==> config.mk <==
export PLATFORM = sky130hd
export DESIGN_NAME = ker_merge
export DESIGN_NICKNAME = d
export VERILOG_FILES = /design/src/rtl/ker_pkg.sv /design/src/rtl/ker_merge.sv
export SDC_FILE = /design/constraint.sdc
export NUM_CORES = 2
export LEC_CHECK = 0
export BUFFER_PORTS_ARGS = -buffer_cell sky130_fd_sc_hd__buf_2
export CAP_MARGIN = 15
export CORE_MARGIN = 10
export CORE_UTILIZATION = 48
export CTS_CLUSTER_DIAMETER = 50
export CTS_CLUSTER_SIZE = 28
export DETAILED_ROUTE_END_ITERATION = 8
export GPL_ROUTABILITY_DRIVEN = 0
export PLACE_DENSITY = 0.67
export SLEW_MARGIN = 30
export SYNTH_ARGS = -nofsm -noshare
export SYNTH_HDL_FRONTEND = slang
export SYNTH_SLANG_ARGS = --single-unit
==> constraint.sdc <==
create_clock -name clk -period 19 [get_ports clk]
set_input_delay 2.85 -clock clk [delete_from_list [all_inputs] [get_ports clk]]
set_output_delay 2.85 -clock clk [all_outputs]
set_load 0.01 [all_outputs]
==> src/rtl/ker_pkg.sv <==
`timescale 1ns / 1ps

package ker_pkg;

  // field widths on the ports
  localparam int VEL_FIELD_W  = 24;
  localparam int MASS_FIELD_W = 16;
  localparam int SUM_W        = 63;
  localparam int MAX_SPEED_W  = 24;

  // bits of each field that take part in the arithmetic
  localparam int VELOCITY_BITS = 24;
  localparam int MASS_BITS     = 16;

  // squared speed: three squares of magnitudes up to 2^(VELOCITY_BITS-1)
  localparam int V2_W  = 2 * VELOCITY_BITS;
  // floor(mass * v2 / 2)
  localparam int E_W   = MASS_BITS + V2_W - 1;
  // square root datapath
  localparam int ROOT_W = VELOCITY_BITS;
  localparam int REM_W  = ROOT_W + 2;
  localparam int CNT_W  = $clog2(ROOT_W);

  localparam logic [SUM_W-1:0] SUM_MAX = '1;

  typedef struct packed {
    logic busy;
    logic done;
  } ker_sqrt_stat_t;

endpackage

==> src/rtl/ker_merge.sv <==
`timescale 1ns / 1ps

// joins the three lanes: sum of squares, then times mass over two
module ker_merge
  import ker_pkg::*;
(
  input  logic                 clk,
  input  logic [V2_W-1:0]      sq_x,
  input  logic [V2_W-1:0]      sq_y,
  input  logic [V2_W-1:0]      sq_z,
  input  logic [MASS_BITS-1:0] mass,
  output logic [V2_W-1:0]      v2,
  output logic [E_W-1:0]       energy
);

  logic [V2_W-1:0]           v2a_r;
  logic [MASS_BITS-1:0]      massa_r;
  logic [V2_W-1:0]           v2b_r;
  logic [E_W-1:0]            energy_r;
  logic [MASS_BITS+V2_W-1:0] prod;

  assign prod = (MASS_BITS + V2_W)'(massa_r) * (MASS_BITS + V2_W)'(v2a_r);

  always_ff @(posedge clk) begin
    v2a_r    <= sq_x + sq_y + sq_z;
    massa_r  <= mass;
    v2b_r    <= v2a_r;
    energy_r <= prod[MASS_BITS+V2_W-1:1];
  end

  assign v2     = v2b_r;
  assign energy = energy_r;

endmodule

Word-level counts from Yosys, hierarchy flattened. Index checks and enable logic that the tools add are counted.

Add/sub/neg operators: 2. Multipliers: 1.

Operator list (count): adder 48 bit (2); multiplier 16 x 48 -> 64 bit (1).

Flip-flop bits (word level): 175. Word-level logic and storage cells: 7. Output and inout port bits: 111.

Logic depth before layout (Yosys ltp).
Word-level depth: 2. Gate-level depth with buffers: 26. Depth with buffers taken out: 23.

Worst setup path after synthesis. OpenSTA, ideal clock, no wires.

Path kind: reg2reg. Start: register massa_r[1]. End: register energy_r[57] (netlist: energy[57]). Buffers on the path: 3. Slack: 12.714 ns. Data arrival time: 6.165 ns. Cell stages (with the launch flop): 26. Setup time: 0.121 ns. Cell sequence: dfxtp_1 > clkbuf_1 > clkbuf_1 > nand2_1 > fa_1 > inv_1 > fa_1 > inv_1 > fa_1 > inv_1 > fa_1 > fa_1 > inv_1 > fa_1 > inv_1 > ha_1 > clkbuf_1 > nand2_1 > or4_1 > o221ai_1 > a21oi_1 > o31ai_4 > a31oi_2 > o221ai_2 > a21boi_1 > xnor2_1.

Longest elaborated chain between the ends: 1.

Ends and longest elaborated chain: start: declaration (RTL line ker_merge.sv:17) `logic [MASS_BITS-1:0] massa_r;`; start signal: assignment (RTL line ker_merge.sv:26) `massa_r <= mass;`; multiplier 16 x 48 -> 64 bit (RTL line ker_merge.sv:22) `assign prod = (MASS_BITS + V2_W)'(massa_r) * (MASS_BITS + V2_W)'(v2a_r);`; named net prod[58] (RTL line ker_merge.sv:20) `logic [MASS_BITS+V2_W-1:0] prod;`; end signal: assignment (RTL line ker_merge.sv:28) `energy_r <= prod[MASS_BITS+V2_W-1:1];`; end: declaration (RTL line ker_merge.sv:19) `logic [E_W-1:0] energy_r;`.

The timed path passes the listed nets, and every way through them passes these cells.

Worst setup path after layout.
Start: register massa_r[8]. End: register energy_r[59] (netlist: energy[59]).

Same word-level chain as after synthesis.

==> key figures <==
Outcome
  • Status: finished clean

CTS
  • Post CTS Setup Buffer Count: 0
  • Hold buffer count at CTS: 0
  • Clock latency of the later-clocked register in the worst-skew pair: 0.51 ns
  • Number of clock sinks: 175
  • Maximum clock path buffer count: 2
  • Cell at the root of the clock tree: sky130_fd_sc_hd__clkbuf_16
  • Number of buffers created by CTS: 17
  • Clock H-tree levels: 4
  • Post-CTS Resized: 0
  • Clock Pin Slew Worst Setup and Hold Paths: 0.09 ns
  • TritonCTS clock tree: yes

GRT
  • Largest net degree at the start of global routing: 49
  • First-pass GRT wire length: 135,000 um
  • Number of global-route vias before repair: 25,200
  • Global-route usage over all layers: 0.231
  • Number of antenna violations at the first check in global routing: 2
  • Global-route congestion overflow total: 0

Route
  • Post-DR vias/cell: 5.19
  • Via count: between 20,000 and 25,000
  • Mean routed wirelength per cell: 18.5 um
  • Post-route ant nets: 0
  • Final routed DRC violation total: 0
  • Number of design-rule violations left by the first detailed-router iteration: roughly 1,500
  • Overall routed net length: 81,200 um
  • First-pass iteration count of the detailed router: 7

Floorplan
  • Floorplan die height: 273 um
  • Chip width: around 270 um
  • Top-Level Pins: 272
  • Initial cell density of the core: 0.485
  • DIE AREA: 74,400 sq um
  • Area of the placeable core: 63,200 sq um
  • Row count: 92

Synthesis
  • Cell with the most instances after synthesis: sky130_fd_sc_hd__inv_1
  • Top area cells in the synthesized netlist: sky130_fd_sc_hd__fa_1 (45%), sky130_fd_sc_hd__dfxtp_1 (11%), sky130_fd_sc_hd__inv_1 (9.0%), sky130_fd_sc_hd__ha_1 (7.4%), sky130_fd_sc_hd__nand2_1 (7.4%)
  • Fraction of synthesized cell area in xor and xnor cells: 0.0308
  • Cells after synthesis: 3,354
  • Cell type with the largest total area after synthesis: sky130_fd_sc_hd__fa_1
  • Seq/Total Area, Yosys: 0.114
  • Synth warn: 0
  • Synthesized-area fraction occupied by ao, oa, aoi and oai cells: 0.0732
  • Multiplexer share of the synthesized area: 0
  • Number of distinct library cells after synthesis: 71
  • Proportion of register bits with asynchronous set or reset after synthesis: 0
  • Net count of the mapped netlist: 4,387
  • Top FF cell, synth: sky130_fd_sc_hd__dfxtp_1
  • Area share of the leading cell type in the synthesized netlist: 0.450
  • Most used standard cells in the synthesized netlist: sky130_fd_sc_hd__inv_1 (732), sky130_fd_sc_hd__fa_1 (690), sky130_fd_sc_hd__nand2_1 (601)
  • Cell area after synthesis: 30,700 sq um
  • Number of enable flip-flop cells after synthesis: 0
  • Post-synthesis register bit count: around 180
  • Simple-gate portion of the synthesized area: 0.149
  • Dominant combinational cell family by area after synthesis: adder cells
  • Synthesized area divided by synthesized cell count: about 9.1 sq um
  • Adder-cell share of the synthesized area: 0.525

Setup path
  • Path type of the worst setup path: reg2reg
  • CP arrival: 8.03 ns
  • CP Launch Type: register
  • Depth of the most critical reg-to-reg path: 24
  • Kind of capture point of the worst setup path: register
  • Req. time, crit path: roughly 19 ns
  • Highest fanout seen on the critical path: 35

Min path
  • Hold Crit Class: reg2reg
  • Hold depth: 0

Finish
  • Final instance count without filler cells: ~4,400
  • Antenna diode count: 0
  • Area growth, synth to finish: 8.67%
  • Share of layout cells above drive strength 1: 0.104
  • NumNets Final: 4,558
  • FILL cells: 5,843

Timing
  • Hold violation total from the final report: 0
  • Final hold slack: 0.438 ns
  • Worst slew margin relative to its limit: 0.314
  • Max-slew violations: 0
  • Total negative slack: 0 ns
  • Total setup violations reported at the end of the flow: 0
  • Actual transition at the worst max-transition pin: 1.03 ns
  • Crit share post-route: 0.400
  • Setup skew after layout: 0.0324 ns
  • Achievable clock frequency: 131 MHz
  • RSZ-0062 raised after global routing: false
  • Minimum clock period after layout: 7.61 ns

Place
  • HPWL reported at the end of detailed placement: approximately 63,000 um
  • Cells after DPL: 4,352
  • Count of input and output buffers: 271

Flow run
  • Max-cap check violation count: 0
==> per-stage QoR <==
| stage | area [sq um] | util | setup slack [ns] |
|---|---|---|---|
| final | 33300 | 0.527 | 11.39 |
| after global routing | 33300 | 0.527 | 11.06 |
| after CTS | 33300 | 0.527 | 11.55 |
| after detailed placement | 32700 | 0.518 | 11.60 |
| after global placement | 32700 | 0.518 | 11.69 |
| after floorplan | 30700 | - | 12.71 |
==> final cells by class <==
cell class                      count  area, sq um  area share
Clock buffer                       17          425      0.0128
Clock inverter                     15          165     0.00496
Timing Repair Buffer              299         1570      0.0470
Tap cell                          846         1060      0.0318
Inverter                          732         2750      0.0824
Sequential cell                   175         3500       0.105
Multi-Input combinational cell   2300        23900       0.716
==> cell families (layout without fill, tap and decap cells) <==
group                    count (synthesis)  after routing
AO/OA/AOI/OAI                          331            331
XOR/XNOR                               108            108
adder cells (fa/ha/maj)                872            872
buffers and inverters                  879           1063
flip-flops                             175            175
AND/OR/NAND/NOR                        989            989
==> flip-flops by register name (all words and copies together), names as in the netlist <==
name and cells:
energy 63, v2a_r 48, massa_r 16, v2 48
==> critical path: stages, from the launching register on <==
cell                       delay (ns)
sky130_fd_sc_hd__dfxtp_1         0.65
sky130_fd_sc_hd__buf_4           0.53
sky130_fd_sc_hd__nand2_1         0.14
sky130_fd_sc_hd__fa_1            0.52
sky130_fd_sc_hd__inv_1           0.05
sky130_fd_sc_hd__fa_1            0.50
sky130_fd_sc_hd__inv_1           0.06
sky130_fd_sc_hd__fa_1            0.52
sky130_fd_sc_hd__inv_1           0.05
sky130_fd_sc_hd__fa_1            0.38
sky130_fd_sc_hd__fa_1            0.51
sky130_fd_sc_hd__inv_1           0.05
sky130_fd_sc_hd__fa_1            0.47
sky130_fd_sc_hd__inv_1           0.04
sky130_fd_sc_hd__ha_1            0.38
sky130_fd_sc_hd__a21oi_1         0.20
sky130_fd_sc_hd__o211ai_1        0.11
sky130_fd_sc_hd__a211oi_1        0.74
sky130_fd_sc_hd__a31oi_1         0.43
sky130_fd_sc_hd__nand3_1         0.21
sky130_fd_sc_hd__nand2_1         0.19
sky130_fd_sc_hd__a21oi_2         0.28
sky130_fd_sc_hd__o31ai_1         0.09
sky130_fd_sc_hd__a211oi_1        0.28
sky130_fd_sc_hd__xnor2_1         0.15
==> routing by layer <==
| layer | wire, um | global-route usage | vias to the layer above |
|---|---|---|---|
| met1 | 32900 | 0.288 | 11600 |
| met2 | 40200 | 0.395 | 732 |
| met4 | 2820 | 0.0858 | 0 |
| met5 | 0 | 0 | - |
| li1 | - | - | 10300 |
| met3 | 5320 | 0.0401 | 108 |
==> cells in the final DEF, fill, tap and decap left out, drive strengths merged, types with 4 or more instances in the layout <==
master | synthesis | layout
a21o | 58 | 58
inv | 732 | 739
o211ai | 5 | 5
nand2 | 601 | 601
o21ai | 51 | 51
and2 | 249 | 249
o21bai | 18 | 18
ha | 182 | 182
fa | 690 | 690
nand3 | 16 | 16
o21a | 11 | 11
and3 | 12 | 12
a21oi | 122 | 122
o221ai | 4 | 4
a211oi | 9 | 9
clkinv | 0 | 5
a311oi | 4 | 4
a31oi | 14 | 14
clkbuf | 139 | 17
nor3 | 10 | 10
buf | 8 | 299
nand2b | 9 | 9
xnor2 | 76 | 76
o31ai | 10 | 10
dfxtp | 175 | 175
xor2 | 32 | 32
nand4 | 22 | 22
nor2 | 46 | 46
nor2b | 9 | 9
==> final timing paths <==
path | startpoint | to | slack (ns)
worst max-delay path | massa_r[8] | energy[59] | 11.39
worst min-delay path | v2a_r[2] | v2[2] | 0.44
worst max register to register | massa_r[8] | energy[59] | 11.39
worst min register to register | v2a_r[2] | v2[2] | 0.44
Power is not shown: default switching activity piles up to over one toggle a cycle in this logic, so the estimate is an artifact.
