## config.mk

```make
export PLATFORM = sky130hd
export DESIGN_NAME = ker_isqrt
export DESIGN_NICKNAME = d
export VERILOG_FILES = /design/src/rtl/ker_pkg.sv /design/src/rtl/ker_isqrt.sv
export SDC_FILE = /design/constraint.sdc
export NUM_CORES = 1
export LEC_CHECK = 0
export BUFFER_PORTS_ARGS = -buffer_cell sky130_fd_sc_hd__buf_2
export CAP_MARGIN = 25
export CORE_ASPECT_RATIO = 0.8
export CORE_MARGIN = 2
export CORE_UTILIZATION = 58
export CTS_CLUSTER_DIAMETER = 80
export DETAILED_ROUTE_END_ITERATION = 8
export PLACE_DENSITY = 0.8
export SKIP_LAST_GASP = 1
export SLEW_MARGIN = 10
export SYNTH_ARGS = -nofsm -noshare
export SYNTH_HDL_FRONTEND = slang
export SYNTH_SLANG_ARGS = --single-unit
```

## constraint.sdc

```tcl
create_clock -name clk -period 14.8 [get_ports clk]
set_clock_uncertainty 0.1 [all_clocks]
set_input_delay 2.96 -clock clk [delete_from_list [all_inputs] [get_ports clk]]
set_output_delay 2.96 -clock clk [all_outputs]
set_load 0.01 [all_outputs]
```

## src/rtl/ker_pkg.sv

```systemverilog
`timescale 1ns / 1ps

package ker_pkg;

  // field widths on the ports
  localparam int VEL_FIELD_W  = 24;
  localparam int MASS_FIELD_W = 16;
  localparam int SUM_W        = 63;
  localparam int MAX_SPEED_W  = 24;

  // bits of each field that take part in the arithmetic
  localparam int VELOCITY_BITS = 24;
  localparam int MASS_BITS     = 16;

  // squared speed: three squares of magnitudes up to 2^(VELOCITY_BITS-1)
  localparam int V2_W  = 2 * VELOCITY_BITS;
  // floor(mass * v2 / 2)
  localparam int E_W   = MASS_BITS + V2_W - 1;
  // square root datapath
  localparam int ROOT_W = VELOCITY_BITS;
  localparam int REM_W  = ROOT_W + 2;
  localparam int CNT_W  = $clog2(ROOT_W);

  localparam logic [SUM_W-1:0] SUM_MAX = '1;

  typedef struct packed {
    logic busy;
    logic done;
  } ker_sqrt_stat_t;

endpackage

```

## src/rtl/ker_isqrt.sv

```systemverilog
`timescale 1ns / 1ps

// floor square root, one root bit per cycle; result held until ack
module ker_isqrt
  import ker_pkg::*;
(
  input  logic              clk,
  input  logic              rst_n,
  input  logic              start,
  input  logic [V2_W-1:0]   radicand,
  input  logic              ack,
  output ker_sqrt_stat_t    stat,
  output logic [ROOT_W-1:0] root
);

  typedef enum logic [1:0] {
    S_IDLE,
    S_RUN,
    S_DONE
  } state_t;

  state_t             state_r;
  logic [REM_W-1:0]   rem_r;
  logic [V2_W-1:0]    rad_r;
  logic [ROOT_W-1:0]  root_r;
  logic [CNT_W-1:0]   cnt_r;

  logic [REM_W+1:0]   rem_sh;
  logic [REM_W+1:0]   trial;
  logic               fits;

  always_comb begin
    rem_sh = {rem_r, rad_r[V2_W-1 -: 2]};
    trial  = (REM_W + 2)'({root_r, 2'b01});
    fits   = rem_sh >= trial;
  end

  always_ff @(posedge clk) begin
    if (!rst_n) begin
      state_r <= S_IDLE;
    end else begin
      case (state_r)
        S_IDLE: begin
          if (start) begin
            rad_r   <= radicand;
            rem_r   <= '0;
            root_r  <= '0;
            cnt_r   <= CNT_W'(ROOT_W - 1);
            state_r <= S_RUN;
          end
        end
        S_RUN: begin
          rad_r <= {rad_r[V2_W-3:0], 2'b00};
          if (fits) begin
            rem_r  <= REM_W'(rem_sh - trial);
            root_r <= {root_r[ROOT_W-2:0], 1'b1};
          end else begin
            rem_r  <= rem_sh[REM_W-1:0];
            root_r <= {root_r[ROOT_W-2:0], 1'b0};
          end
          cnt_r <= cnt_r - 1'b1;
          if (cnt_r == '0) begin
            state_r <= S_DONE;
          end
        end
        S_DONE: begin
          if (ack) begin
            state_r <= S_IDLE;
          end
        end
        default: begin
          state_r <= S_IDLE;
        end
      endcase
    end
  end

  assign stat.busy = (state_r != S_IDLE);
  assign stat.done = (state_r == S_DONE);
  assign root      = root_r;

endmodule

```

* Word-level counts from Yosys, hierarchy flattened
Cells that the tools add are included.
** Operators by class
- $add $sub $neg :: 2
- $lt $le $gt $ge :: 1
- Equality and inequality tests :: 5
- Mux-type cells :: 14
- Reductions and logical operators :: 6
** Operators with widths (count)
- $pmux 48 s2 :: 1
- $mux 26 :: 2
- $pmux 26 s2 :: 1
- $mux 48 :: 1
- $pmux 24 s2 :: 1
- $ge 28x26->1 :: 1
- $sub 26x26->26 :: 1
- $mux 24 :: 1
- $pmux 5 s2 :: 1
- $mux 2 :: 3
- $ne 2x2->1 const B :: 3
- $pmux 2 s3 :: 1
- $reduce_and 3->1 :: 2
- $logic_not 5->1 :: 1
- $mux 5 :: 1
- $sub 5x1->5 const B :: 1
- $reduce_bool 2->1 :: 2
- $eq 2x1->1 const B :: 1
- $eq 2x2->1 const B :: 1
- $logic_not 2->1 :: 1
- $mux 1 :: 1
** Storage, ports and cells
- Flip-flop bits (word level) :: 105
- Input bits :: 52
- Output and inout port bits :: 26
- Logic and storage cells :: 33

* Logic depth before layout (Yosys ltp)
- Depth in word-level cells :: 3
- Gate-level depth with buffers :: 13
- Depth with buffers taken out :: 10

* Worst setup path before layout
No wires, ideal clock.
- Kind :: input -> register
- Start point :: in start
- End point :: reg cnt_r[0], enable pin
- Library setup time :: 0.712 ns
- Arrival time :: 10.457 ns
- Data required time :: 13.988 ns
- Path slack :: 3.531 ns
- Cell stages on the path :: 2
- Buffers on the path :: 0
- Cells stage by stage :: nor2_1 nor3b_1
** On the way
- Word-level cells in the longest chain between the ends :: 2
** Ends and longest elaborated chain
- start, declared :: RTL line ker_isqrt.sv:9 : input logic start,
- $ne 2x2->1 (no source line)
- $reduce_and 3->1 (no source line)
- end signal, assigned :: RTL line ker_isqrt.sv:48 : cnt_r <= CNT_W'(ROOT_W - 1);
- end signal, assigned :: RTL line ker_isqrt.sv:61 : cnt_r <= cnt_r - 1'b1;
- end, declared :: RTL line ker_isqrt.sv:26 : logic [CNT_W-1:0] cnt_r;
Every way passes these cells.
A chain may end at the register's enable or synchronous reset.

* Worst setup path in the final report
- Start point :: in start
- End point :: reg rem_r[16], enable pin
** On the way
- Word-level cells in the longest chain between the ends :: 2
** Ends and longest elaborated chain
- $ne 2x2->1 (no source line)
- $reduce_and 3->1 (no source line)
- end signal, assigned :: RTL line ker_isqrt.sv:55 : rem_r <= REM_W'(rem_sh - trial);
- end signal, assigned :: RTL line ker_isqrt.sv:58 : rem_r <= rem_sh[REM_W-1:0];
- end, declared :: RTL line ker_isqrt.sv:23 : logic [REM_W-1:0] rem_r;
Every way passes these cells.

==> results_dict.tcl <==
set metrics [dict create \
    synthToLayoutAreaGrowth_pct 13.7 \
    timing.critical_path.max_delay_family "buffers and inverters" \
    rows 32 \
    cts_tree "built" \
    gr-max-usage-layer "met2" \
    status "completed" \
    slowest_delay_ps 680 \
    grt_overflow 0 \
    place.port_buffers 77 \
    slowest_stage "sky130_fd_sc_hd__buf_4" \
    rsz0062_at_grt "false" \
    yosysWarnings 0 \
    mappedNetlistArea_um2 5850 \
    wire_length_of_the_first_global_routing_pass_mm 19.2 \
    die_extent_in_y_um 93.9 \
    fin_ws_ps 10200 \
    synth.net_count 676 \
    muxShareOfSynthArea 0.0325 \
    clock_sinks 105 \
    holdPathStages 2 \
    multi_input_comb_area_um2 2490 \
    drive_above_1_share 0.155 \
    fmax_ghz 0.217 \
    chipWidth_um 116 \
    cp_max_fo 59 \
    ys_types 50 \
    crit-reg2reg-launch "root[0]" \
    compound_cell_area_share_of_the_yosys_netlist 0.100 \
    max-vdd-ir-drop_v 0.0000873 \
    cts_root_buf "sky130_fd_sc_hd__clkbuf_16" \
    fin_total_pwr_uw 831 \
    synth_top_cell_by_area "sky130_fd_sc_hd__edfxtp_1" \
    post_route_setup_tns_ps 0 \
    initial_core_util 0.602 \
    setup-violations-final 0 \
    worst_hold_path_type "reg -> reg" \
    detailed_place_hpwl_mm 8.00 \
    cp_num_buf_inv 3 \
    crit_top_cell "sky130_fd_sc_hd__buf_4" \
    antenna_found_initial 0 \
    synthesis.instances 596 \
    synth.avg_cell_area_um2 9.82 \
    drt-wirelength-per-cell_um 14.5 \
    n_antenna_cell 0 \
    design.core.area_um2 9730 \
    synthSimpleGateAreaFrac 0.193 \
    place.detailed.instances 788 \
    yosys.area_share.adder 0.0599 \
    cts-hold-fix-buffers 0 \
    slew_headroom 0.318 \
    worst_slew_pin_slew_ps 1020 \
    grt.met1_usage 0.324 \
    grt_usage 0.222 \
    synth-main-ff-cell "sky130_fd_sc_hd__edfxtp_1" \
    setup.reg_to_reg.worst_slack_ps 10880 \
    total_count_of_max_transition_violations_in_the_final_report 0 \
    drt-initial-drc-count 278 \
    use_met3 0.0458 \
    ff_latch_area_um2 3130 \
    max-clock-path-buffers 2 \
    power-per-cell-area_nw_per_um2 125 \
    drt-total-wl_mm 11.7 \
    worstSetupStartpointType "primary input" \
    die_area_um2 10900 \
    cts_buffers 9 \
    clkLatencyLatePin_ps 350 \
    static-leakage-power_nw 2.95 \
    number_of_placed_i_o_pins 78 \
    post_cts_resize_count 0 \
    mostFrequentLayoutCell "sky130_fd_sc_hd__nand2_1" \
    yosys-top-cells-area "sky130_fd_sc_hd__edfxtp_1 (53%), sky130_fd_sc_hd__nand2_1 (10%), sky130_fd_sc_hd__ha_1 (6.0%), sky130_fd_sc_hd__nor2_1 (4.2%), sky130_fd_sc_hd__mux2i_1 (3.2%)" \
    r2r_cells 11 \
    detailedPlace.worstSlack_ps 9810 \
    synth.ff_latch_count 105 \
    fin_nets 744 \
    first_global_vias 4148 \
    post_drt_via_cell_ratio 5.45 \
    reg2reg_to "rem_r[20]" \
    finalWeightedCongestion 0.897 \
    layout.core_utilization 0.684 \
    post-route-drc-count 0 \
    pin_count_of_the_biggest_net_entering_global_routing 97 \
    ys_async_sr_fraction 0 \
    min-delay-start "rad_r[13]" \
    post_synth_xor_area_fraction 0.0359 \
    global_route.usage.met2 0.344 \
    cp_data_required_time_ps 14680 \
    post-cts-setup-buffers 0 \
    cap_viol_max_count 0 \
    clk_transition_reported_paths_ps 70 \
    postRouteAntennaNets 0 \
    combinational_family_with_the_most_area_after_synthesis "simple AND/OR/NAND/NOR gates" \
    worst_hold_path.endpoint "rad_r[15]" \
    firstDrtPassIters 8 \
    most-common-layout-cells "sky130_fd_sc_hd__nand2_1 (160), sky130_fd_sc_hd__edfxtp_1 (103), sky130_fd_sc_hd__buf_2 (77)" \
    fillCellCount 767 \
    synth_top_area_share 0.528 \
    critPathKind "in -> reg" \
    critPathArrivalTime_ps 4480 \
    hold_violations 0 \
    layout_worst_path_cycle_share 0.311 \
    crit_end_category "flip-flop" \
    ys_seq_area_frac 0.535 \
    cts_max_level 3 \
    period_minus_slack_ps 4600 \
    count_of_flip_flops_with_a_built_in_enable_after_synthesis 103 \
    finish.cell_count_without_fillers 805 \
    routed_via_count 4390 \
    worstPathCellList "buf_2 > nor2_1 > nor3b_2 > buf_4 > buf_4" \
]
layout make-up:
class,count,area share
flip-flops and latches,105,0.471
multi-input cells,430,0.374
repair buffers,82,0.0654
clock buffers,11,0.0350
well taps,136,0.0256
inverters,36,0.0203
clock inverters,5,0.00921
report_power, final:
part           internal (mW)  total, mW  switching (mW)
clock network          0.133      0.242           0.109
registers              0.366      0.378          0.0122
logic                 0.0848      0.211           0.126
total                  0.584      0.831           0.247
worst min-delay path, cell delays in order (launching register included):
cell,delay [ps]
sky130_fd_sc_hd__edfxtp_1,320
sky130_fd_sc_hd__nand2_1,40
sky130_fd_sc_hd__nand2_1,40
registers in the layout, indices dropped and copies added, names as in the netlist:
signal   flops
rem_r       26
cnt_r        5
root        24
rad_r       48
state_r      2
how the worst max path moves through the flow:
stage | end | slack [ps] | startpoint | depth (start not counted)
6_report | rem_r[16] | 10200 | start | 5
5_1_grt | root[16] | 10060 | start | 5
4_1_cts | rem_r[18] | 10170 | start | 5
3_5_place_dp | rem_r[17] | 9810 | start | 5
3_3_place_gp | rad_r[29] | 9850 | start | 5
2_1_floorplan | cnt_r[0] | 3530 | start | 2
synth_stat cells (2+ instances only):
library cell and count:
sky130_fd_sc_hd__nand2_1 160, sky130_fd_sc_hd__a31oi_1 3, sky130_fd_sc_hd__nor2_1 65, sky130_fd_sc_hd__nand3_1 10, sky130_fd_sc_hd__nand2b_1 4, sky130_fd_sc_hd__o311ai_1 3
sky130_fd_sc_hd__and3_1 7, sky130_fd_sc_hd__o211a_1 3, sky130_fd_sc_hd__nand4_1 2, sky130_fd_sc_hd__o211ai_1 2, sky130_fd_sc_hd__o21a_1 6, sky130_fd_sc_hd__ha_1 28
sky130_fd_sc_hd__buf_1 5, sky130_fd_sc_hd__o21ai_0 14, sky130_fd_sc_hd__edfxtp_1 103, sky130_fd_sc_hd__mux2i_1 19, sky130_fd_sc_hd__nor3_1 7, sky130_fd_sc_hd__dfxtp_1 2
sky130_fd_sc_hd__a211oi_1 4, sky130_fd_sc_hd__xnor2_1 18, sky130_fd_sc_hd__a31o_2 3, sky130_fd_sc_hd__inv_1 36, sky130_fd_sc_hd__and2_1 2, sky130_fd_sc_hd__xor2_1 6
sky130_fd_sc_hd__a21o_1 12, sky130_fd_sc_hd__and4_1 5, sky130_fd_sc_hd__nor2b_1 4, sky130_fd_sc_hd__a21oi_1 23, sky130_fd_sc_hd__clkbuf_1 17, sky130_fd_sc_hd__or3_1 3
metal layers:
metal	wire, um	vias to the layer above	part of all wire
met1	5490	2046	0.47
met4	113	0	0.0097
met3	672	13	0.057
met2	5410	125	0.46
met5	0	-	0
li1	-	2206	-
logic make-up (layout without fill, tap and decap cells):
logic type,Yosys count,count (layout)
xor gates and xnor gates,24,24
muxes,19,19
adders and majority gates,28,28
AOI/OAI and AO/OA,87,87
DFF,105,105
and+or+nand+nor,272,272
buffers and inverters,61,134
per-stage QoR:
stage	hold slack, ps	cell area, um2
3_3_place_gp	387	6340
6_report	407	6660
3_5_place_dp	393	6340
2_1_floorplan	384	5850
5_1_grt	413	6660
4_1_cts	406	6640
No activity file was read; power rests on OpenSTA's default activity.
