===== src/rtl/ker_pkg.sv =====
`timescale 1ns / 1ps

package ker_pkg;

  // field widths on the ports
  localparam int VEL_FIELD_W  = 24;
  localparam int MASS_FIELD_W = 16;
  localparam int SUM_W        = 63;
  localparam int MAX_SPEED_W  = 24;

  // bits of each field that take part in the arithmetic
  localparam int VELOCITY_BITS = 24;
  localparam int MASS_BITS     = 16;

  // squared speed: three squares of magnitudes up to 2^(VELOCITY_BITS-1)
  localparam int V2_W  = 2 * VELOCITY_BITS;
  // floor(mass * v2 / 2)
  localparam int E_W   = MASS_BITS + V2_W - 1;
  // square root datapath
  localparam int ROOT_W = VELOCITY_BITS;
  localparam int REM_W  = ROOT_W + 2;
  localparam int CNT_W  = $clog2(ROOT_W);

  localparam logic [SUM_W-1:0] SUM_MAX = '1;

  typedef struct packed {
    logic busy;
    logic done;
  } ker_sqrt_stat_t;

endpackage


===== src/rtl/ker_lane.sv =====
`timescale 1ns / 1ps

// one velocity component: magnitude, then its square, registered
module ker_lane
  import ker_pkg::*;
(
  input  logic                   clk,
  input  logic [VEL_FIELD_W-1:0] vel,
  output logic [V2_W-1:0]        sq
);

  logic [VELOCITY_BITS-1:0] v;
  logic [VELOCITY_BITS-1:0] mag;
  logic [V2_W-1:0]          sq_nxt;
  logic [V2_W-1:0]          sq_r;

  always_comb begin
    v      = vel[VELOCITY_BITS-1:0];
    mag    = v[VELOCITY_BITS-1] ? (~v + 1'b1) : v;
    sq_nxt = V2_W'(mag) * V2_W'(mag);
  end

  always_ff @(posedge clk) begin
    sq_r <= sq_nxt;
  end

  assign sq = sq_r;

endmodule


===== config.mk =====
export PLATFORM = sky130hd
export DESIGN_NAME = ker_lane
export DESIGN_NICKNAME = d
export VERILOG_FILES = /design/src/rtl/ker_pkg.sv /design/src/rtl/ker_lane.sv
export SDC_FILE = /design/constraint.sdc
export NUM_CORES = 1
export LEC_CHECK = 0
export ABC_AREA = 1
export ABC_CLOCK_PERIOD_IN_PS = 15700
export BUFFER_PORTS_ARGS = -buffer_cell sky130_fd_sc_hd__buf_2
export CORE_MARGIN = 8
export CORE_UTILIZATION = 56
export CTS_CLUSTER_DIAMETER = 60
export DETAILED_ROUTE_END_ITERATION = 6
export PLACE_DENSITY_LB_ADDON = 0.25
export SLEW_MARGIN = 20
export SYNTH_ARGS = -nofsm -noshare
export SYNTH_HDL_FRONTEND = slang
export SYNTH_SLANG_ARGS = --single-unit

===== constraint.sdc =====
create_clock -name clk -period 15.7 [get_ports clk]
set_input_delay 2.355 -clock clk [delete_from_list [all_inputs] [get_ports clk]]
set_output_delay 2.355 -clock clk [all_outputs]
set_load 0.05 [all_outputs]

# Yosys cells after proc, flatten, opt, wreduce, memory -nomap -nowiden
# Index checks and enable logic that the tools add are counted.
[totals]
regBits = 48
in_bits = 25
output_inout_bits = 48
word_cells = 5
[op_classes]
addsub = 1
multipliers = 1
muxes = 1
bitwise = 1
[ops]
columns = ["cell", "count"]
rows = [
  ["$mul A24 B24 Y48", 1],
  ["$add A24 B1 Y24 const B", 1],
  ["$mux W24", 1],
  ["$not A24 Y24", 1],
]

# Longest topological paths before layout
# Gate-level depths: netlist (run 1).
[logic_depth]
ltp_word = 4
ltp_mapped = 39
mapped_depth_nobuf = 36

# Worst setup path after synthesis (run 1)
# OpenSTA, ideal clock, no wires.
[synth_path]
path_type = "input port to flip-flop"
start = "in vel[0]"
end = "reg sq_r[39], in the netlist sq[39]"
setup_ns = 0.113
t_arrival_ns = 8.883
required_ns = 15.587
path_slack_ns = 6.704
cell_stages = 32
n_path_buf = 3
cell_sequence = "buf_6 > inv_6 > clkbuf_1 > ha_1 > nand4_4 > o21ai_4 > nand2_2 > clkinv_2 > nand3_4 > nand2_4 > buf_6 > nand2_1 > fa_1 > inv_1 > fa_1 > fa_1 > inv_1 > fa_1 > inv_1 > fa_1 > inv_1 > fa_1 > inv_1 > fa_1 > ha_1 > nand2_1 > nor2_1 > and2_1 > nand3_1 > nand3b_1 > nand4_1 > nand2_1"
[synth_between]
elab_chain_len = 4
[synth_lines]
columns = ["item", "line_no", "text"]
rows = [
  ["from (decl)", "ker_lane.sv:8", "input logic [VEL_FIELD_W-1:0] vel,"],
  ["$not A24 Y24", "ker_lane.sv:19", "mag = v[VELOCITY_BITS-1] ? (~v + 1'b1) : v;"],
  ["$add A24 B1 Y24", "ker_lane.sv:19", ""],
  ["$mux W24 (*)", "ker_lane.sv:19", ""],
  ["$mul A24 B24 Y48 (*)", "ker_lane.sv:20", "sq_nxt = V2_W'(mag) * V2_W'(mag);"],
  ["via sq_nxt[39]", "ker_lane.sv:14", "logic [V2_W-1:0] sq_nxt;"],
  ["to (signal assigned)", "ker_lane.sv:24", "sq_r <= sq_nxt;"],
  ["to (decl)", "ker_lane.sv:15", "logic [V2_W-1:0] sq_r;"],
]
# The timed path passes the listed nets; every way through them passes the cells marked *.

# Worst setup path after layout (run 1)
# Ends and elaborated chain as after synthesis.

==> results.py, run 1 <==
metrics = {
    "worst_setup_path": {
        "startpoint": "vel[0]",
        "cp.arrival_ns": 10.23,
        "worstSetupPathType": "input port to register",
        "cp_slowest_stage_delay_ns": 0.84,
        "critPathCapture": "sq[39]",
        "crit_top_cell": "fa_1",
        "path_buf_inv": 5,
        "cp_slowest_cell": "nand2_1",
        "crit_fanout": 21,
        "crit_cells": 26,
        "crit_path_end_kind": "register",
        "worst-endpoint-required_ns": 15.90,
        "crit_family": "adder cells",
        "start_kind": "input port",
    },
    "sta": {
        "rsz0062_at_grt": "false",
        "setup_tns_ns": 0,
        "fin_crit_sh": 0.638,
        "max_freq_mhz": 99.8,
        "tightest_slew_ns": 1.14,
        "finalMaxSlewViolations": 0,
        "finalSetupViolCount": 0,
        "min_period_ns": 10.02,
        "worst_slew_margin_rel": 0.236,
        "hold_violations": 0,
    },
    "final_layout": {
        "final_common_cell": "inv_1",
        "syn_to_final_growth_pct": 5.24,
        "drive_gt1_frac": 0.0620,
        "antenna_cells": 0,
        "most-common-layout-cells": "inv_1, nand2_1, fa_1, nor2_1, ha_1",
        "largest_reg_flops": 47,
        "nets": 3118,
        "fin_cells": 2950,
        "nFillCells": 3085,
    },
    "synth": {
        "ys_types": 44,
        "synth_area_per_cell_um2": 7.80,
        "synth-seq-area-share": 0.0495,
        "synth_warnings": 0,
        "syn_area_um2": 19000,
        "synth_seq_cells": 47,
        "syn-instance-count": 2437,
    },
    "route": {
        "ant_nets": 0,
        "routedWlPerCell_um": 17.6,
        "drtIter0Drc": 980,
        "drc_errors": 0,
        "postRouteWirelength_mm": 51.9,
        "via_per_inst": 5.13,
        "first_pass_iters": 5,
        "vias": 15136,
    },
    "die": {
        "coreArea_um2": 33400,
        "fp.dieH_um": 200,
        "num_rows": 67,
        "io_pins": 73,
        "fp.dieW_um": 200,
        "initial_core_util": 0.569,
        "dieArea_um2": 40100,
    },
    "outcome": {
        "status": "completed",
    },
    "global_routing": {
        "grt_pass1_wl_mm": 86.4,
        "grt_usage": 0.268,
        "grt_max_degree": 25,
        "grt_pass1_vias": 16519,
        "grt-ovfl-total": 0,
        "antenna_found_initial": 0,
    },
    "placed_design": {
        "gp_congestion": 0.972,
        "dp_cells": 2942,
        "port_buffers": 71,
        "hpwl_mm": 44.5,
    },
    "clocking": {
        "clkSinkCount": 47,
        "clk_root_buffer_cell": "clkbuf_16",
        "cts_hold_buf": 0,
        "cts_resized": 0,
        "clock_path_buffers": 2,
        "cts_buffers": 5,
        "clk_pin_slew_worst_paths_ns": 0.07,
        "cts_tree": "built",
        "post-cts-setup-buffers": 0,
        "htreeDepth": 2,
    },
    "flow_run": {
        "maxCapViolations": 0,
    },
    "hold_path": {
        "hp-class": "input port to register",
    },
}
-- worst min path at each step --
stage,slack (ns),endpoint,cells past startpoint,startpoint
after floorplan,2.38,sq[0],0,vel[0]
after global placement,2.62,sq[0],1,vel[0]
after detailed placement,2.63,sq[0],1,vel[0]
after CTS,2.32,sq[0],1,vel[0]
after global routing,2.32,sq[0],1,vel[0]
final,2.32,sq[0],1,vel[0]
-- per-stage QoR --
| stage | hold slack [ns] | area, um2 | util | worst slack (ns) |
|---|---|---|---|---|
| after detailed placement | 2.63 | 19800 | 0.593 | 5.46 |
| after global placement | 2.62 | 19800 | 0.593 | 5.53 |
| after CTS | 2.32 | 20000 | 0.598 | 5.76 |
| after floorplan | 2.38 | 19100 | - | 6.70 |
| final | 2.32 | 20000 | 0.598 | 5.68 |
| after global routing | 2.32 | 20000 | 0.598 | 5.33 |
-- per-layer routing --
metal	GRT usage	wire length, um
met5	0	0
met4	0.0888	1820
met1	0.359	21400
met3	0.0421	3880
met2	0.441	24800
-- cells by family after synthesis --
logic type      share of synthesized area
other cells                      0.000395
buf+inv                             0.170
compound gates                     0.0222
flops                              0.0495
xor+xnor                           0.0159
fa+ha+maj                           0.557
simple gates                        0.185
-- synth_stat cells, drive strengths merged --
| cell | instances | share of area |
|---|---|---|
| xor2 | 23 | 0.012 |
| buf | 36 | 0.012 |
| conb | 2 | 0.00039 |
| or3 | 1 | 0.00033 |
| clkinv | 1 | 0.00026 |
| ha | 169 | 0.11 |
| xnor2 | 9 | 0.0041 |
| o21a | 1 | 0.00039 |
| or2 | 3 | 0.00099 |
| a31oi | 1 | 0.00033 |
| o31ai | 1 | 0.00039 |
| o211ai | 1 | 0.00039 |
| nand2 | 550 | 0.11 |
| inv | 796 | 0.16 |
| clkbuf | 3 | 0.00059 |
| nor2 | 211 | 0.045 |
| nor3 | 7 | 0.0018 |
| o21ai | 18 | 0.0055 |
| nand3 | 60 | 0.017 |
| a21oi | 41 | 0.011 |
| nand3b | 6 | 0.0024 |
| and2 | 1 | 0.00033 |
| fa | 423 | 0.45 |
| dfxtp | 47 | 0.049 |
| o21bai | 9 | 0.0036 |
| nand4 | 13 | 0.0051 |
| nor4 | 2 | 0.00066 |
| a21o | 2 | 0.00079 |
-- layout make-up --
| class | count | area (um2) | area share |
|---|---|---|---|
| clock buffer | 5 | 125 | 0.00625 |
| inverter | 797 | 3000 | 0.150 |
| multi-input combinational | 1570 | 14900 | 0.744 |
| sequential | 47 | 941 | 0.0470 |
| clock inverter | 3 | 67.6 | 0.00338 |
| tap | 448 | 561 | 0.0280 |
| timing repair buffer | 80 | 423 | 0.0211 |
Power of run 1 is left out: the tool's default activity adds up to more than one toggle a clock period on the data nets, which glitch-free logic cannot reach.
==> run 2, diff against run 1 <==
--- a/config.mk
+++ b/config.mk
@@ -6,7 +6,7 @@
 export NUM_CORES = 1
 export LEC_CHECK = 0
 export ABC_AREA = 1
-export ABC_CLOCK_PERIOD_IN_PS = 15700
+export ABC_CLOCK_PERIOD_IN_PS = 9300
 export BUFFER_PORTS_ARGS = -buffer_cell sky130_fd_sc_hd__buf_2
 export CORE_MARGIN = 8
 export CORE_UTILIZATION = 56
==> constraint.sdc (replaced) <==
create_clock -name clk -period 9.3 [get_ports clk]
set_input_delay 1.395 -clock clk [delete_from_list [all_inputs] [get_ports clk]]
set_output_delay 1.395 -clock clk [all_outputs]
set_load 0.05 [all_outputs]
==> run 2 against run 1 <==
  * Design area grew 0.50%
  * Flip-flop and latch count is the same
  * First-iteration DRC count down 3.6%
  * Non-clock buffer count grew 16
  * Utilization increased by 0.30 points
  * Critical path depth is 4 higher
  * Die area unchanged
  * Sequential share of layout area barely moved
  * Worst setup slack worse by 5.1 ns
  * Global-route usage shrank 0.13 points
  * Cell count increased by 0.54%
  * Count of clock-buffer cells in the layout did not move
==> results.py, run 2 (synthesized netlist as in run 1, its figures left out) <==
metrics = {
    "sta": {
        "max_freq_mhz": 115,
        "hold_violations": 0,
        "rsz0062_at_grt": "false",
        "setup_tns_ns": 0,
        "worst_slew_margin_rel": 0.522,
        "setup_ws_ns": 0.599,
        "finalSetupViolCount": 0,
        "finalMaxSlewViolations": 0,
        "min_period_ns": 8.70,
        "fin_crit_sh": 0.936,
        "tightest_slew_ns": 0.714,
    },
    "final_layout": {
        "final_common_cell": "inv_1",
        "most-common-layout-cells": "inv_1, nand2_1, fa_1, nor2_1, ha_1",
        "antenna_cells": 0,
        "fin_cells": 2966,
        "largest_reg_flops": 47,
        "drive_gt1_frac": 0.0679,
        "nets": 3134,
        "stdcell_area_um2": 20100,
        "syn_to_final_growth_pct": 5.76,
    },
    "worst_setup_path": {
        "cp_slowest_stage_delay_ns": 0.57,
        "cp.arrival_ns": 8.90,
        "start_kind": "input port",
        "worst-endpoint-required_ns": 9.50,
        "crit_fanout": 18,
        "cp_slowest_cell": "nor2_1",
        "crit_top_cell": "fa_1",
        "worstSetupPathType": "input port to register",
        "crit_path_end_kind": "register",
    },
    "die": {
        "fp.dieH_um": 200,
        "num_rows": 67,
        "dieArea_um2": 40100,
        "coreArea_um2": 33400,
        "io_pins": 73,
        "fp.dieW_um": 200,
        "initial_core_util": 0.569,
    },
    "route": {
        "drtIter0Drc": 945,
        "first_pass_iters": 5,
        "vias": 15066,
        "postRouteWirelength_mm": 51.6,
        "drc_errors": 0,
        "via_per_inst": 5.08,
        "ant_nets": 0,
        "routedWlPerCell_um": 17.4,
    },
    "clocking": {
        "clock_path_buffers": 2,
        "cts_buffers": 5,
        "post-cts-setup-buffers": 0,
        "clkSinkCount": 47,
        "clk_pin_slew_worst_paths_ns": 0.07,
        "clk_root_buffer_cell": "clkbuf_16",
        "cts_tree": "built",
        "htreeDepth": 2,
        "cts_resized": 0,
        "cts_hold_buf": 0,
    },
    "global_routing": {
        "grt_pass1_wl_mm": 86.1,
        "grt_pass1_vias": 16417,
        "grt-ovfl-total": 0,
        "antenna_found_initial": 0,
        "grt_usage": 0.267,
        "grt_max_degree": 25,
    },
    "placed_design": {
        "place_ws_ns": 0.518,
        "dpl_cell_area_um2": 19900,
        "port_buffers": 71,
        "gp_congestion": 0.953,
        "dp_cells": 2958,
        "hpwl_mm": 45.8,
    },
    "outcome": {
        "status": "completed",
    },
    "hold_path": {
        "hp-class": "input port to register",
    },
    "flow_run": {
        "maxCapViolations": 0,
    },
}
run 2: changes by cell type in the layout (fill, tap and decap cells not counted):
cell and change:
bufinv_16 -1, inv_6 +1, clkinv_4 +1, clkinvlp_4 -1
buf_4 +16
run 2: routing by layer:
layer	up-vias	share of wire	global-route usage
li1	7000	-	-
met1	7403	0.42	0.363
met4	0	0.026	0.0644
met3	99	0.091	0.0586
met2	564	0.47	0.432
met5	-	0	0
run 2: path summary, 6_finish.rpt:
kind,startpoint,to,slack (ns),cells past startpoint
setup / recovery,vel[0],sq[43],0.60,30
hold / removal,vel[0],sq[0],1.41,1
run 2: through the flow:
step | util | hold WS [ns]
final | 0.601 | 1.41
after global placement | 0.596 | 1.70
after CTS | 0.601 | 1.40
after detailed placement | 0.596 | 1.72
after global routing | 0.601 | 1.40
after floorplan | - | 1.42
run 2: area by class of cell:
class,count,area (um2)
clock inverter,3,47.5
clock buffer,5,125
inverter,797,3000
tap,448,561
multi-input combinational,1570,14900
fill,3088,13300
timing repair buffer,96,543
sequential,47,941
run 2: critical path: cells and delay by family:
kind	cells	cell delay, ns
adders and majority gates	8	3.92
and+or+nand+nor	13	2.22
buffers and inverters	8	1.08
AOI/OAI and AO/OA	1	0.25
Power of run 2 is left out for the same reason.
==> run 3, diff against run 2 <==
--- a/config.mk
+++ b/config.mk
@@ -7,7 +7,7 @@
 export LEC_CHECK = 0
 export ABC_AREA = 1
 export ABC_CLOCK_PERIOD_IN_PS = 9300
-export BUFFER_PORTS_ARGS = -buffer_cell sky130_fd_sc_hd__buf_2
+export BUFFER_PORTS_ARGS = -buffer_cell sky130_fd_sc_hd__clkbuf_2
 export CORE_MARGIN = 8
 export CORE_UTILIZATION = 56
 export CTS_CLUSTER_DIAMETER = 60
==> run 3 against run 2 <==
  * Flip-flop and latch count stayed put
  * First-iteration DRC count is 9.9% higher
  * Design area hardly changed
  * Non-clock buffer count is 1 higher
  * Critical path depth is 3 lower
  * Largest cell class unchanged
==> results.py, run 3 (synthesized netlist as in run 1, its figures left out) <==
metrics = {
    "outcome": {
        "status": "completed",
    },
    "route": {
        "routedWlPerCell_um": 17.6,
        "ant_nets": 0,
        "vias": 15170,
        "drc_errors": 0,
        "first_pass_iters": 5,
        "postRouteWirelength_mm": 52.1,
        "drtIter0Drc": 1039,
        "via_per_inst": 5.11,
    },
    "die": {
        "num_rows": 67,
        "fp.dieH_um": 200,
        "dieArea_um2": 40100,
        "initial_core_util": 0.569,
        "coreArea_um2": 33400,
        "io_pins": 73,
        "fp.dieW_um": 200,
    },
    "global_routing": {
        "grt_pass1_vias": 16368,
        "antenna_found_initial": 1,
        "grt_pass1_wl_mm": 85.5,
        "grt_max_degree": 21,
        "grt_usage": 0.266,
        "grt-ovfl-total": 0,
    },
    "worst_setup_path": {
        "cp_slowest_cell": "nor2_1",
        "crit_family": "adder cells",
        "crit_top_cell": "fa_1",
        "path_buf_inv": 7,
        "start_kind": "input port",
        "crit_fanout": 18,
        "worst-endpoint-required_ns": 9.49,
        "crit_path_end_kind": "register",
        "cp.arrival_ns": 8.73,
        "cp_slowest_stage_delay_ns": 0.60,
        "worstSetupPathType": "input port to register",
    },
    "placed_design": {
        "port_buffers": 71,
        "gp_congestion": 0.971,
        "hpwl_mm": 45.8,
        "dp_cells": 2959,
    },
    "clocking": {
        "clock_path_buffers": 2,
        "cts_resized": 0,
        "cts_hold_buf": 0,
        "cts_buffers": 5,
        "clkSinkCount": 47,
        "clk_root_buffer_cell": "clkbuf_16",
        "post-cts-setup-buffers": 0,
        "cts_tree": "built",
        "clk_pin_slew_worst_paths_ns": 0.07,
        "htreeDepth": 2,
    },
    "sta": {
        "min_period_ns": 8.54,
        "finalMaxSlewViolations": 0,
        "tightest_slew_ns": 0.744,
        "timing.hold.ws_ns": 1.44,
        "worst_slew_margin_rel": 0.502,
        "fin_crit_sh": 0.919,
        "finalSetupViolCount": 0,
        "rsz0062_at_grt": "false",
        "max_freq_mhz": 117,
        "hold_violations": 0,
        "setup_tns_ns": 0,
    },
    "final_layout": {
        "syn_to_final_growth_pct": 5.69,
        "nFillCells": 3024,
        "nets": 3135,
        "most-common-layout-cells": "inv_1, nand2_1, fa_1, nor2_1, ha_1",
        "drive_gt1_frac": 0.0683,
        "fin_cells": 2967,
        "antenna_cells": 0,
        "utilization": 0.601,
        "largest_reg_flops": 47,
        "final_common_cell": "inv_1",
    },
    "hold_path": {
        "hp-class": "input port to register",
        "hold_end": "sq[0]",
        "min_delay_path_depth": 1,
        "hold_path.startpoint": "vel[0]",
    },
    "flow_run": {
        "maxCapViolations": 0,
    },
}
-- run 3: how the worst max path moves through the flow --
stage	start	end	slack, ns	cells past startpoint
CTS	vel[0]	sq[38]	0.89	27
floorplan	vel[0]	sq[39]	1.26	32
global route	vel[0]	sq[43]	0.38	30
finish	vel[0]	sq[38]	0.76	27
detailed placement	vel[0]	sq[38]	0.62	27
global placement	vel[0]	sq[38]	0.71	27
-- run 3: area by class of cell --
| class | count | area [um2] | share of cell area |
|---|---|---|---|
| clock buffers | 5 | 125 | 0.00623 |
| clock inverters | 3 | 26.3 | 0.00131 |
| inverters | 797 | 3000 | 0.149 |
| multi-input cells | 1570 | 14900 | 0.741 |
| flip-flops and latches | 47 | 941 | 0.0468 |
| well taps | 448 | 561 | 0.0279 |
| repair buffers | 97 | 551 | 0.0274 |
-- run 3: per-layer routing --
layer / global-route usage / wire length [um] / vias to the layer above / share of wire
met5: 0 / 9 / - / 0.00017
met1: 0.347 / 21000 / 7495 / 0.40
met4: 0.0833 / 1890 / 2 / 0.036
li1: - / - / 7004 / -
met2: 0.438 / 24600 / 550 / 0.47
met3: 0.0589 / 4580 / 119 / 0.088
-- run 3: through the flow --
step	worst slack [ns]	instance area [um2]
floorplan	1.26	19100
global placement	0.708	19900
detailed placement	0.623	19900
CTS	0.886	20100
global route	0.378	20100
finish	0.758	20100
Power of run 3 is left out for the same reason.
